<file path="src/hw/rtl/sc2hid_pkg.sv">
// Shared types and constants for the scancode to HID keyboard report block.
// Holds the usage ROM, the modifier scancodes and the key-list command types.
// No dependencies.
package sc2hid_pkg;

	localparam int unsigned QUEUE_DEPTH_DEF = 16;
	localparam int unsigned KEY_SLOTS_DEF   = 16;
	localparam int unsigned REPORT_KEYS     = 6;

	localparam logic [7:0] ROLLOVER_CODE = 8'h01;
	localparam logic [7:0] OP_QUEUE      = 8'h00;

	localparam logic OPC_QUEUE = 1'b0;
	localparam logic OPC_POLL  = 1'b1;

	localparam logic STATUS_OK  = 1'b0;
	localparam logic STATUS_NAK = 1'b1;

	// Press codes of the eight modifiers, in report bit order.
	localparam logic [15:0] MOD_CODES [8] = '{
		16'h001D, 16'h002A, 16'h0038, 16'hE05B,
		16'hE01D, 16'h0036, 16'hE038, 16'hE05C
	};

	localparam logic [7:0] USAGE_ROM [256] = '{
		8'h00, 8'h29, 8'h1e, 8'h1f, 8'h20, 8'h21, 8'h22, 8'h23,
		8'h24, 8'h25, 8'h26, 8'h27, 8'h2d, 8'h2e, 8'h2a, 8'h2b,
		8'h14, 8'h1a, 8'h08, 8'h15, 8'h17, 8'h1c, 8'h18, 8'h0c,
		8'h12, 8'h13, 8'h2f, 8'h30, 8'h28, 8'he0, 8'h04, 8'h16,
		8'h07, 8'h09, 8'h0a, 8'h0b, 8'h0d, 8'h0e, 8'h0f, 8'h33,
		8'h34, 8'h35, 8'he1, 8'h31, 8'h1d, 8'h1b, 8'h06, 8'h19,
		8'h05, 8'h11, 8'h10, 8'h36, 8'h37, 8'h38, 8'he5, 8'h55,
		8'he2, 8'h2c, 8'h39, 8'h3a, 8'h3b, 8'h3c, 8'h3d, 8'h3e,
		8'h3f, 8'h40, 8'h41, 8'h42, 8'h43, 8'h53, 8'h47, 8'h5f,
		8'h60, 8'h61, 8'h56, 8'h5c, 8'h5d, 8'h5e, 8'h57, 8'h59,
		8'h5a, 8'h5b, 8'h62, 8'h63, 8'h46, 8'h00, 8'h64, 8'h44,
		8'h45, 8'h68, 8'h69, 8'h6a, 8'h6b, 8'h6c, 8'h6d, 8'h6e,
		8'he8, 8'he9, 8'h71, 8'h72, 8'h73, 8'h00, 8'h00, 8'h00,
		8'h00, 8'h00, 8'h00, 8'h85, 8'h00, 8'h00, 8'h00, 8'h00,
		8'h88, 8'h00, 8'h00, 8'h87, 8'h00, 8'h00, 8'h00, 8'h00,
		8'h00, 8'h8a, 8'h00, 8'h8b, 8'h00, 8'h89, 8'he7, 8'h65,
		8'h00, 8'h00, 8'h00, 8'h00, 8'h00, 8'h00, 8'h00, 8'h00,
		8'h00, 8'h00, 8'h00, 8'h00, 8'h00, 8'h00, 8'h00, 8'h00,
		8'h00, 8'h00, 8'h00, 8'h00, 8'h00, 8'h00, 8'h00, 8'h00,
		8'h00, 8'h00, 8'h00, 8'h00, 8'h58, 8'he4, 8'h00, 8'h00,
		8'h7f, 8'h00, 8'h00, 8'h00, 8'h00, 8'h00, 8'h00, 8'h00,
		8'h00, 8'h00, 8'h00, 8'h00, 8'h00, 8'h00, 8'h81, 8'h00,
		8'h80, 8'h00, 8'h00, 8'h00, 8'h00, 8'h54, 8'h00, 8'h46,
		8'he6, 8'h00, 8'h00, 8'h00, 8'h00, 8'h00, 8'h00, 8'h00,
		8'h00, 8'h00, 8'h00, 8'h00, 8'h00, 8'h48, 8'h48, 8'h4a,
		8'h52, 8'h4b, 8'h00, 8'h50, 8'h00, 8'h4f, 8'h00, 8'h4d,
		8'h51, 8'h4e, 8'h49, 8'h4c, 8'h00, 8'h00, 8'h00, 8'h00,
		8'h00, 8'h00, 8'h00, 8'he3, 8'he7, 8'h65, 8'h66, 8'h00,
		8'h00, 8'h00, 8'h00, 8'h00, 8'h00, 8'h00, 8'h00, 8'h00,
		8'h00, 8'h00, 8'h00, 8'h00, 8'h00, 8'h00, 8'h00, 8'h00,
		8'h00, 8'h00, 8'h00, 8'h00, 8'h00, 8'h00, 8'h00, 8'h00,
		8'h00, 8'h00, 8'h00, 8'h00, 8'h00, 8'h00, 8'h00, 8'h00
	};

	// Command from the sequencer to the held-key list.
	typedef struct packed {
		logic       start;
		logic       release_key;
		logic [7:0] usage;
	} key_cmd_t;

	typedef logic [REPORT_KEYS-1:0][7:0] report_keys_t;

endpackage

</file>
<file path="src/hw/rtl/sc2hid_ram.sv">
// Generic single-write, single-read RAM with a registered read port.
// No dependencies.
module sc2hid_ram #(
	parameter int unsigned WIDTH = 16,
	parameter int unsigned DEPTH = 16,
	localparam int unsigned AW = (DEPTH > 1) ? $clog2(DEPTH) : 1
) (
	input  logic             clk,
	input  logic             we,
	input  logic [AW-1:0]    waddr,
	input  logic [WIDTH-1:0] wdata,
	input  logic             re,
	input  logic [AW-1:0]    raddr,
	output logic [WIDTH-1:0] rdata
);

	logic [WIDTH-1:0] mem_q [DEPTH];
	logic [WIDTH-1:0] rdata_q;

	always_ff @(posedge clk) begin
		if (we) begin
			mem_q[waddr] <= wdata;
		end
		if (re) begin
			rdata_q <= mem_q[raddr];
		end
	end

	assign rdata = rdata_q;

endmodule

</file>
<file path="src/hw/rtl/sc2hid_keys.sv">
// Held-key list with a one-compare-per-cycle search, add and swap-remove.
// Depends on sc2hid_pkg.
module sc2hid_keys #(
	parameter int unsigned KEY_SLOTS = sc2hid_pkg::KEY_SLOTS_DEF,
	localparam int unsigned KW = $clog2(KEY_SLOTS),
	localparam int unsigned CW = $clog2(KEY_SLOTS + 1)
) (
	input  logic                      clk,
	input  logic                      arst_n,
	input  sc2hid_pkg::key_cmd_t      cmd,
	output logic                      done,
	output logic [CW-1:0]             count,
	output sc2hid_pkg::report_keys_t  slots
);

	localparam logic [1:0] K_IDLE = 2'd0;
	localparam logic [1:0] K_SCAN = 2'd1;
	localparam logic [1:0] K_MOVE = 2'd2;

	localparam logic [CW-1:0] FULL = CW'(KEY_SLOTS);

	logic [1:0]    state_q;
	logic [7:0]    held_q [KEY_SLOTS];
	logic [CW-1:0] count_q;
	logic [KW-1:0] idx_q;
	logic [KW-1:0] pos_q;
	logic [7:0]    usage_q;
	logic          release_q;
	logic          done_q;
	logic [7:0]    rd_key;
	logic          match;
	logic [KW-1:0] last_idx;

	assign rd_key   = held_q[idx_q];
	assign match    = (rd_key == usage_q);
	assign last_idx = KW'(count_q - CW'(1));

	always_ff @(posedge clk or negedge arst_n) begin
		if (!arst_n) begin
			state_q   <= K_IDLE;
			count_q   <= '0;
			done_q    <= 1'b0;
			idx_q     <= '0;
			pos_q     <= '0;
			usage_q   <= '0;
			release_q <= 1'b0;
			for (int i = 0; i < KEY_SLOTS; i++) begin
				held_q[i] <= '0;
			end
		end else begin
			unique case (state_q)
				K_IDLE: begin
					// Empty list: a press adds at slot zero, a release does nothing.
					done_q <= cmd.start && (count_q == '0);
					if (cmd.start) begin
						usage_q   <= cmd.usage;
						release_q <= cmd.release_key;
						if (count_q == '0) begin
							if (!cmd.release_key) begin
								held_q[0] <= cmd.usage;
								count_q   <= CW'(1);
							end
						end else begin
							idx_q   <= last_idx;
							state_q <= K_SCAN;
						end
					end
				end
				K_SCAN: begin
					done_q <= match ? !release_q : (idx_q == '0);
					if (match) begin
						if (release_q) begin
							pos_q   <= idx_q;
							idx_q   <= last_idx;
							state_q <= K_MOVE;
						end else begin
							state_q <= K_IDLE;
						end
					end else if (idx_q == '0) begin
						if (!release_q && count_q < FULL) begin
							held_q[KW'(count_q)] <= usage_q;
							count_q              <= count_q + CW'(1);
						end
						state_q <= K_IDLE;
					end else begin
						idx_q <= idx_q - KW'(1);
					end
				end
				K_MOVE: begin
					// The last entry fills the hole and the last slot is cleared.
					// When the hole is the last slot itself, it is only cleared.
					if (pos_q != idx_q) begin
						held_q[pos_q] <= rd_key;
					end
					held_q[idx_q] <= '0;
					count_q       <= count_q - CW'(1);
					done_q        <= 1'b1;
					state_q       <= K_IDLE;
				end
				default: begin
					done_q  <= 1'b0;
					state_q <= K_IDLE;
				end
			endcase
		end
	end

	always_comb begin
		for (int j = 0; j < sc2hid_pkg::REPORT_KEYS; j++) begin
			slots[j] = held_q[j];
		end
	end

	assign done  = done_q;
	assign count = count_q;

endmodule

</file>
<file path="src/hw/rtl/scancode_to_hid_keyboard_report_top.sv">
// Scancode to HID boot keyboard report: event queue, sequencer and report register.
// One transaction at a time: a queued event is taken every cycle unless a poll is in flight;
// a poll blocks input until its report is taken. A poll on an empty queue answers in the next
// cycle. A poll drains the queue, reading and evaluating each event in turn; non-modifier keys
// go through the key-list search, then the report is loaded. Reset clears control state and the
// key list, not the queue RAM. Depends on sc2hid_pkg, sc2hid_ram and sc2hid_keys.
module scancode_to_hid_keyboard_report_top #(
	parameter int unsigned QUEUE_DEPTH = sc2hid_pkg::QUEUE_DEPTH_DEF,
	parameter int unsigned KEY_SLOTS   = sc2hid_pkg::KEY_SLOTS_DEF
) (
	input  logic       clk,
	input  logic       arst_n,
	input  logic       in_valid,
	output logic       in_ready,
	input  logic       opcode,
	input  logic [7:0] first_byte,
	input  logic [7:0] second_byte,
	output logic       out_valid,
	input  logic       out_ready,
	output logic       poll_status,
	output logic [7:0] report_modifiers,
	output logic [7:0] report_key_0,
	output logic [7:0] report_key_1,
	output logic [7:0] report_key_2,
	output logic [7:0] report_key_3,
	output logic [7:0] report_key_4,
	output logic [7:0] report_key_5
);

	localparam int unsigned QAW = (QUEUE_DEPTH > 1) ? $clog2(QUEUE_DEPTH) : 1;
	localparam int unsigned QCW = $clog2(QUEUE_DEPTH + 1);
	localparam int unsigned KCW = $clog2(KEY_SLOTS + 1);

	localparam logic [QCW-1:0] Q_FULL   = QCW'(QUEUE_DEPTH);
	localparam logic [QCW:0]   Q_DEPTH  = (QCW + 1)'(QUEUE_DEPTH);
	localparam logic [QAW-1:0] Q_LAST   = QAW'(QUEUE_DEPTH - 1);
	localparam logic [KCW-1:0] RPT_KEYS = KCW'(sc2hid_pkg::REPORT_KEYS);

	localparam logic [2:0] S_IDLE   = 3'd0;
	localparam logic [2:0] S_QRD    = 3'd1;
	localparam logic [2:0] S_QEVAL  = 3'd2;
	localparam logic [2:0] S_KEYS   = 3'd3;
	localparam logic [2:0] S_REPORT = 3'd4;

	logic [2:0]     state_q;
	logic [QAW-1:0] head_q;
	logic [QCW-1:0] qcount_q;
	logic [7:0]     mods_q;
	logic           out_valid_q;
	logic           status_q;
	logic [7:0]     rep_mods_q;
	sc2hid_pkg::report_keys_t rep_keys_q;

	logic           accept;
	logic [15:0]    new_code;
	logic [QAW-1:0] head_inc;
	logic [QCW:0]   tail_sum;
	logic [QAW-1:0] wr_addr;
	logic           q_we;
	logic           q_re;
	logic [15:0]    ev_code;
	logic [15:0]    ev_press;
	logic           mod_hit;
	logic [7:0]     mod_mask;
	logic [7:0]     rom_idx;

	sc2hid_pkg::key_cmd_t     key_cmd;
	logic                     key_done;
	logic [KCW-1:0]           key_count;
	sc2hid_pkg::report_keys_t key_slots;

	assign in_ready = (state_q == S_IDLE) && !out_valid_q;
	assign accept   = in_valid && in_ready;

	assign new_code = (first_byte != 8'h00 && second_byte != 8'h00)
		? {first_byte, second_byte} : {8'h00, first_byte};

	assign head_inc = (head_q == Q_LAST) ? '0 : head_q + QAW'(1);
	assign tail_sum = (QCW + 1)'(head_q) + (QCW + 1)'(qcount_q);

	// On a full queue the oldest slot is overwritten and the head moves on.
	always_comb begin
		if (qcount_q >= Q_FULL) begin
			wr_addr = head_q;
		end else if (tail_sum >= Q_DEPTH) begin
			wr_addr = QAW'(tail_sum - Q_DEPTH);
		end else begin
			wr_addr = QAW'(tail_sum);
		end
	end

	assign q_we = accept && (opcode == sc2hid_pkg::OPC_QUEUE);
	assign q_re = (state_q == S_QRD);

	sc2hid_ram #(
		.WIDTH(16),
		.DEPTH(QUEUE_DEPTH)
	) u_queue (
		.clk   (clk),
		.we    (q_we),
		.waddr (wr_addr),
		.wdata (new_code),
		.re    (q_re),
		.raddr (head_q),
		.rdata (ev_code)
	);

	// Release codes are the press codes with bit 7 set.
	assign ev_press = {ev_code[15:8], 1'b0, ev_code[6:0]};

	always_comb begin
		mod_mask = '0;
		for (int m = 0; m < 8; m++) begin
			mod_mask[m] = (ev_press == sc2hid_pkg::MOD_CODES[m]);
		end
		mod_hit = (mod_mask != '0);
	end

	assign rom_idx = {(ev_code[15:8] != 8'h00), ev_code[6:0]};

	always_comb begin
		key_cmd.start       = (state_q == S_QEVAL) && !mod_hit;
		key_cmd.release_key = ev_code[7];
		key_cmd.usage       = sc2hid_pkg::USAGE_ROM[rom_idx];
	end

	sc2hid_keys #(
		.KEY_SLOTS(KEY_SLOTS)
	) u_keys (
		.clk    (clk),
		.arst_n (arst_n),
		.cmd    (key_cmd),
		.done   (key_done),
		.count  (key_count),
		.slots  (key_slots)
	);

	always_ff @(posedge clk or negedge arst_n) begin
		if (!arst_n) begin
			state_q     <= S_IDLE;
			head_q      <= '0;
			qcount_q    <= '0;
			mods_q      <= '0;
			out_valid_q <= 1'b0;
		end else begin
			if (out_valid_q && out_ready) begin
				out_valid_q <= 1'b0;
			end
			unique case (state_q)
				S_IDLE: begin
					if (accept) begin
						if (opcode == sc2hid_pkg::OPC_QUEUE) begin
							if (qcount_q >= Q_FULL) begin
								head_q <= head_inc;
							end else begin
								qcount_q <= qcount_q + QCW'(1);
							end
						end else if (qcount_q == '0) begin
							out_valid_q <= 1'b1;
						end else begin
							state_q <= S_QRD;
						end
					end
				end
				S_QRD: begin
					head_q   <= head_inc;
					qcount_q <= qcount_q - QCW'(1);
					state_q  <= S_QEVAL;
				end
				S_QEVAL: begin
					if (mod_hit) begin
						if (ev_code[7]) begin
							mods_q <= mods_q & ~mod_mask;
						end else begin
							mods_q <= mods_q | mod_mask;
						end
						state_q <= (qcount_q == '0) ? S_REPORT : S_QRD;
					end else begin
						state_q <= S_KEYS;
					end
				end
				S_KEYS: begin
					if (key_done) begin
						state_q <= (qcount_q == '0) ? S_REPORT : S_QRD;
					end
				end
				S_REPORT: begin
					out_valid_q <= 1'b1;
					state_q     <= S_IDLE;
				end
				default: begin
					state_q <= S_IDLE;
				end
			endcase
		end
	end

	// Result payload; loaded only when a new transaction is made ready.
	always_ff @(posedge clk) begin
		if (state_q == S_IDLE && accept && opcode == sc2hid_pkg::OPC_POLL
				&& qcount_q == '0) begin
			status_q   <= sc2hid_pkg::STATUS_NAK;
			rep_mods_q <= '0;
			rep_keys_q <= '0;
		end else if (state_q == S_REPORT) begin
			status_q   <= sc2hid_pkg::STATUS_OK;
			rep_mods_q <= mods_q;
			for (int j = 0; j < sc2hid_pkg::REPORT_KEYS; j++) begin
				rep_keys_q[j] <= (key_count > RPT_KEYS) ? sc2hid_pkg::ROLLOVER_CODE
					: key_slots[j];
			end
		end
	end

	assign out_valid        = out_valid_q;
	assign poll_status      = status_q;
	assign report_modifiers = rep_mods_q;
	assign report_key_0     = rep_keys_q[0];
	assign report_key_1     = rep_keys_q[1];
	assign report_key_2     = rep_keys_q[2];
	assign report_key_3     = rep_keys_q[3];
	assign report_key_4     = rep_keys_q[4];
	assign report_key_5     = rep_keys_q[5];

endmodule

</file>
<file path="config.mk">
export PLATFORM = sky130hd
export DESIGN_NAME = scancode_to_hid_keyboard_report_top
export DESIGN_NICKNAME = d
export VERILOG_FILES = /design/src/hw/rtl/sc2hid_pkg.sv /design/src/hw/rtl/sc2hid_ram.sv /design/src/hw/rtl/sc2hid_keys.sv /design/src/hw/rtl/scancode_to_hid_keyboard_report_top.sv
export SDC_FILE = /design/constraint.sdc
export NUM_CORES = 1
export LEC_CHECK = 0
export BUFFER_PORTS_ARGS = -buffer_cell sky130_fd_sc_hd__buf_4
export CAP_MARGIN = 20
export CORE_MARGIN = 1
export CORE_UTILIZATION = 45
export DETAILED_ROUTE_END_ITERATION = 7
export PLACE_DENSITY_LB_ADDON = 0.12
export SLEW_MARGIN = 20
export SYNTH_ARGS = -nofsm -noshare
export SYNTH_HDL_FRONTEND = slang
export SYNTH_SLANG_ARGS = --single-unit
</file>
<file path="constraint.sdc">
create_clock -name clk -period 10.1 [get_ports clk]
set_clock_uncertainty 0.05 [all_clocks]
set_input_delay 2.02 -clock clk [delete_from_list [all_inputs] [get_ports clk]]
set_output_delay 2.02 -clock clk [all_outputs]
set_load 0.02 [all_outputs]
</file>
==> impl_results.md <==
* Core footprint at around 58000 sq um
* Relative slew slack at around 26%
* Tot GR Track Use at 26.2%
* Commonest non-fill, non-tap cell in the layout: edfxtp_1
* Synth cell types at 75
* Hold_buf cts at 0
* Maximum capacitance violations at 0
* Final setup TNS at 0 ns
* Drt wl/cell at about 26 microns
* DRC Markers at 0
* Syn-to-layout area delta at 12.0%
* Routed WL at between 70 and 80 mm
* Placed Instances at around 2900
* DR vias/cell at between 6 and 7
* N_diodes at 0
* H-tree Lvls at 2
* Post-synth EDFFs at 272
* Crit path kind: reg -> reg
* RSZ-0062 raised after global routing: false
* Share of cells above drive strength 1 at between 10% and 20%
* Wire length of the first global-routing pass at 119 mm
* Layout Cells excl Fill at about 3000
* Clock-pin transition on the worst setup and hold timing paths at roughly 0.060 ns
* Clock tree sinks at a little over 500
* Cell Rows at approximately 90
* Async set-reset flop share out of synthesis at 34.6%
* Fmax at 0.177 GHz
* Initial core utilization at between 40% and 50%
* WP data required at approximately 11 ns
* Status: complete, no violations
* Cells after Synth at 2217
* # nets final at between 2000 and 2500
* Die ar. at slightly below 60000 sq um
* Skew-Pair Late Insertion Delay at 0.64 ns
* Warnings from Yosys at 0
* Placer Congestion at roughly 0.97
* TritonRoute pass-1 iters at 7
* Register Area at roughly 14000 sq um
* Final setup viols at 0
* Min-delay worst type: reg -> reg
* Top Ports at 80
* Starting DRT DRC Count at about 2100
* Via count of the first global-routing pass at around 19000
* Largest net degree at the start of global routing at 106
* Crit. End Element: flop
* Fillers at ~5000
* CP max FO at between 70 and 80
* Final count of hold timing violations at 0
* Syn avg cell area at 11.9 sq um
* Sequential fraction of the synthesis area at 51.9%
* Overflow after GRT at 0
* Antenna viol nets, final at 0
* Die height at roughly 240 microns
* Cell Pwr Density at ~300 nW/um^2
* Final min period at 5.66 ns
* Fin crit share at around 56%
* Footprint of the multi-input gates at about 12000 sq um
* Worst slew pin tran at between 1 and 1.5 ns
* Worst EP arrival at just over 6 ns
* Vias at 19400
* Detail Placement HPWL at about 50 mm
* Post-CTS sizing at 0
* Pins Over Slew Limit at 0
* Primary FF master, synth: edfxtp_1
* TritonCTS clock tree: built
* Num CTS Buffers at 54
* Peak VDD IR at about 0.17 mV
* Mapped Area at ~26000 sq um
* Post-CTS setup buffer count at 0
* Static Leak at between 10 and 15 nW
* PortBufs at approximately 80
* Die X at 244 microns
* CTS max path bufs at 3
* Commonest cells after routing, fill and taps aside: edfxtp_1, nor2_1, dfrtp_1
* Mapped Nets at between 2000 and 2500
* Root buffer cell: clkbuf_16
* CP startpoint kind: flop
* #FFs+latches synth at roughly 500
* Initial antenna violation count at 0
## final cells by class
type / instances / share of cell area (%)
inverters: 30 / 0.382
repair buffers: 125 / 3.19
well taps: 765 / 3.24
multi-input cells: 1506 / 40.1
flip-flops and latches: 503 / 46.3
clock inverters: 36 / 1.60
clock buffers: 66 / 5.15
## worst max-delay path, stage by stage, from the launching register on
cell and delay [ns]:
dfrtp_2 0.64, buf_4 0.42, mux4_2 0.57, a22oi_1 0.26, nand2_1 0.58, xnor2_1 0.35
nand4_1 0.27, o211ai_4 0.71, and2_4 0.67, buf_4 0.77, o22a_1 0.27
## state kept, by name, indices dropped and copies added (netlist names), 5 cells and up, named ones only
| name | flops |
|---|---|
| u_keys.slots | 48 |
| report_key_2 | 8 |
| report_key_4 | 8 |
| report_modifiers | 8 |
| u_keys.held_q | 80 |
| report_key_5 | 8 |
| report_key_3 | 8 |
| report_key_1 | 8 |
| u_queue.mem_q | 256 |
| qcount_q | 5 |
| u_keys.usage_q | 8 |
| u_keys.count | 5 |
| report_key_0 | 8 |
| u_queue.rdata | 16 |
## Yosys cell counts (all sizes together), types with 7 or more instances
library cell	n	area, sq um
mux2i	166	1660
dfrtp	174	4350
o22ai	125	782
nor4	11	68.8
xor2	7	61.3
o221ai	7	61.3
o22a	124	1090
nor2b	25	156
o31ai	8	60.1
mux4	105	2360
a22oi	55	423
a311oi	8	70.1
buf	39	269
nand3b	7	52.6
nand2b	22	138
nor3	23	115
a21o	11	82.6
a21oi	94	508
dfxtp	57	1140
edfxtp	272	8170
nand4	8	50.1
ha	38	475
mux2	36	405
o211ai	9	81.3
xnor2	13	114
o21ai	51	255
and2	17	106
a211oi	13	97.6
nand2	142	533
nor2	243	912
nand3	32	160
clkbuf	139	522
inv	30	113
a221oi	8	70.1
a31oi	15	93.8
## final timing paths
path / depth (start not counted) / slack (ns) / to / from
worst max-delay path: 10 / 4.44 / u_keys.slots[14]$_DFFE_PN0P_ / u_keys.idx_q[0]$_DFFE_PN0P_
worst min-delay path: 2 / 0.40 / poll_status$_SDFFE_PP1P_ / poll_status$_SDFFE_PP1P_
worst max register to register: 10 / 4.44 / u_keys.slots[14]$_DFFE_PN0P_ / u_keys.idx_q[0]$_DFFE_PN0P_
worst min register to register: 2 / 0.40 / poll_status$_SDFFE_PP1P_ / poll_status$_SDFFE_PP1P_
max in group asynchronous: 2 / 6.85 / head_q[0]$_DFFE_PN0P_ / arst_n
min in group asynchronous: 1 / 1.47 / u_keys.slots[34]$_DFFE_PN0P_ / arst_n
## power by group
| group | internal [W] | switching [W] |
|---|---|---|
| registers | 0.00252 | 0.000459 |
| logic | 0.00151 | 0.00221 |
| clock network | 0.00131 | 0.000882 |
## kinds of logic after synthesis
| family | count (synthesis) | synth area share, % |
|---|---|---|
| AO/OA/AOI/OAI | 574 | 15.5 |
| AND/OR/NAND/NOR | 565 | 9.72 |
| flip-flops | 503 | 51.9 |
| multiplexers | 307 | 16.8 |
| buffers and inverters | 208 | 3.43 |
| adder cells (fa/ha/maj) | 40 | 1.96 |
| XOR/XNOR | 20 | 0.665 |
## per-layer routing
metal	vias to the layer above	wire (microns)	global-route usage, %
met4	0	2590	8.86
met5	-	0	0
met2	863	35400	40.1
met1	9775	34400	37.7
li1	8551	-	-
met3	164	6130	4.43
## metrics by stage
step | instance area (sq um) | util (%) | hold WS, ns | power (W) | setup WS (ns)
after floorplan | 26300 | - | 0.398 | 0.00550 | 6.36
after global placement | 27500 | 47.6 | 0.383 | 0.00661 | 4.65
after detailed placement | 27500 | 47.6 | 0.390 | 0.00666 | 4.57
after CTS | 29500 | 51.0 | 0.400 | 0.00886 | 4.59
after global routing | 29500 | 51.0 | 0.432 | 0.00929 | 4.22
final | 29500 | 51.0 | 0.396 | 0.00889 | 4.44
Power figures use the tool's default switching activity.
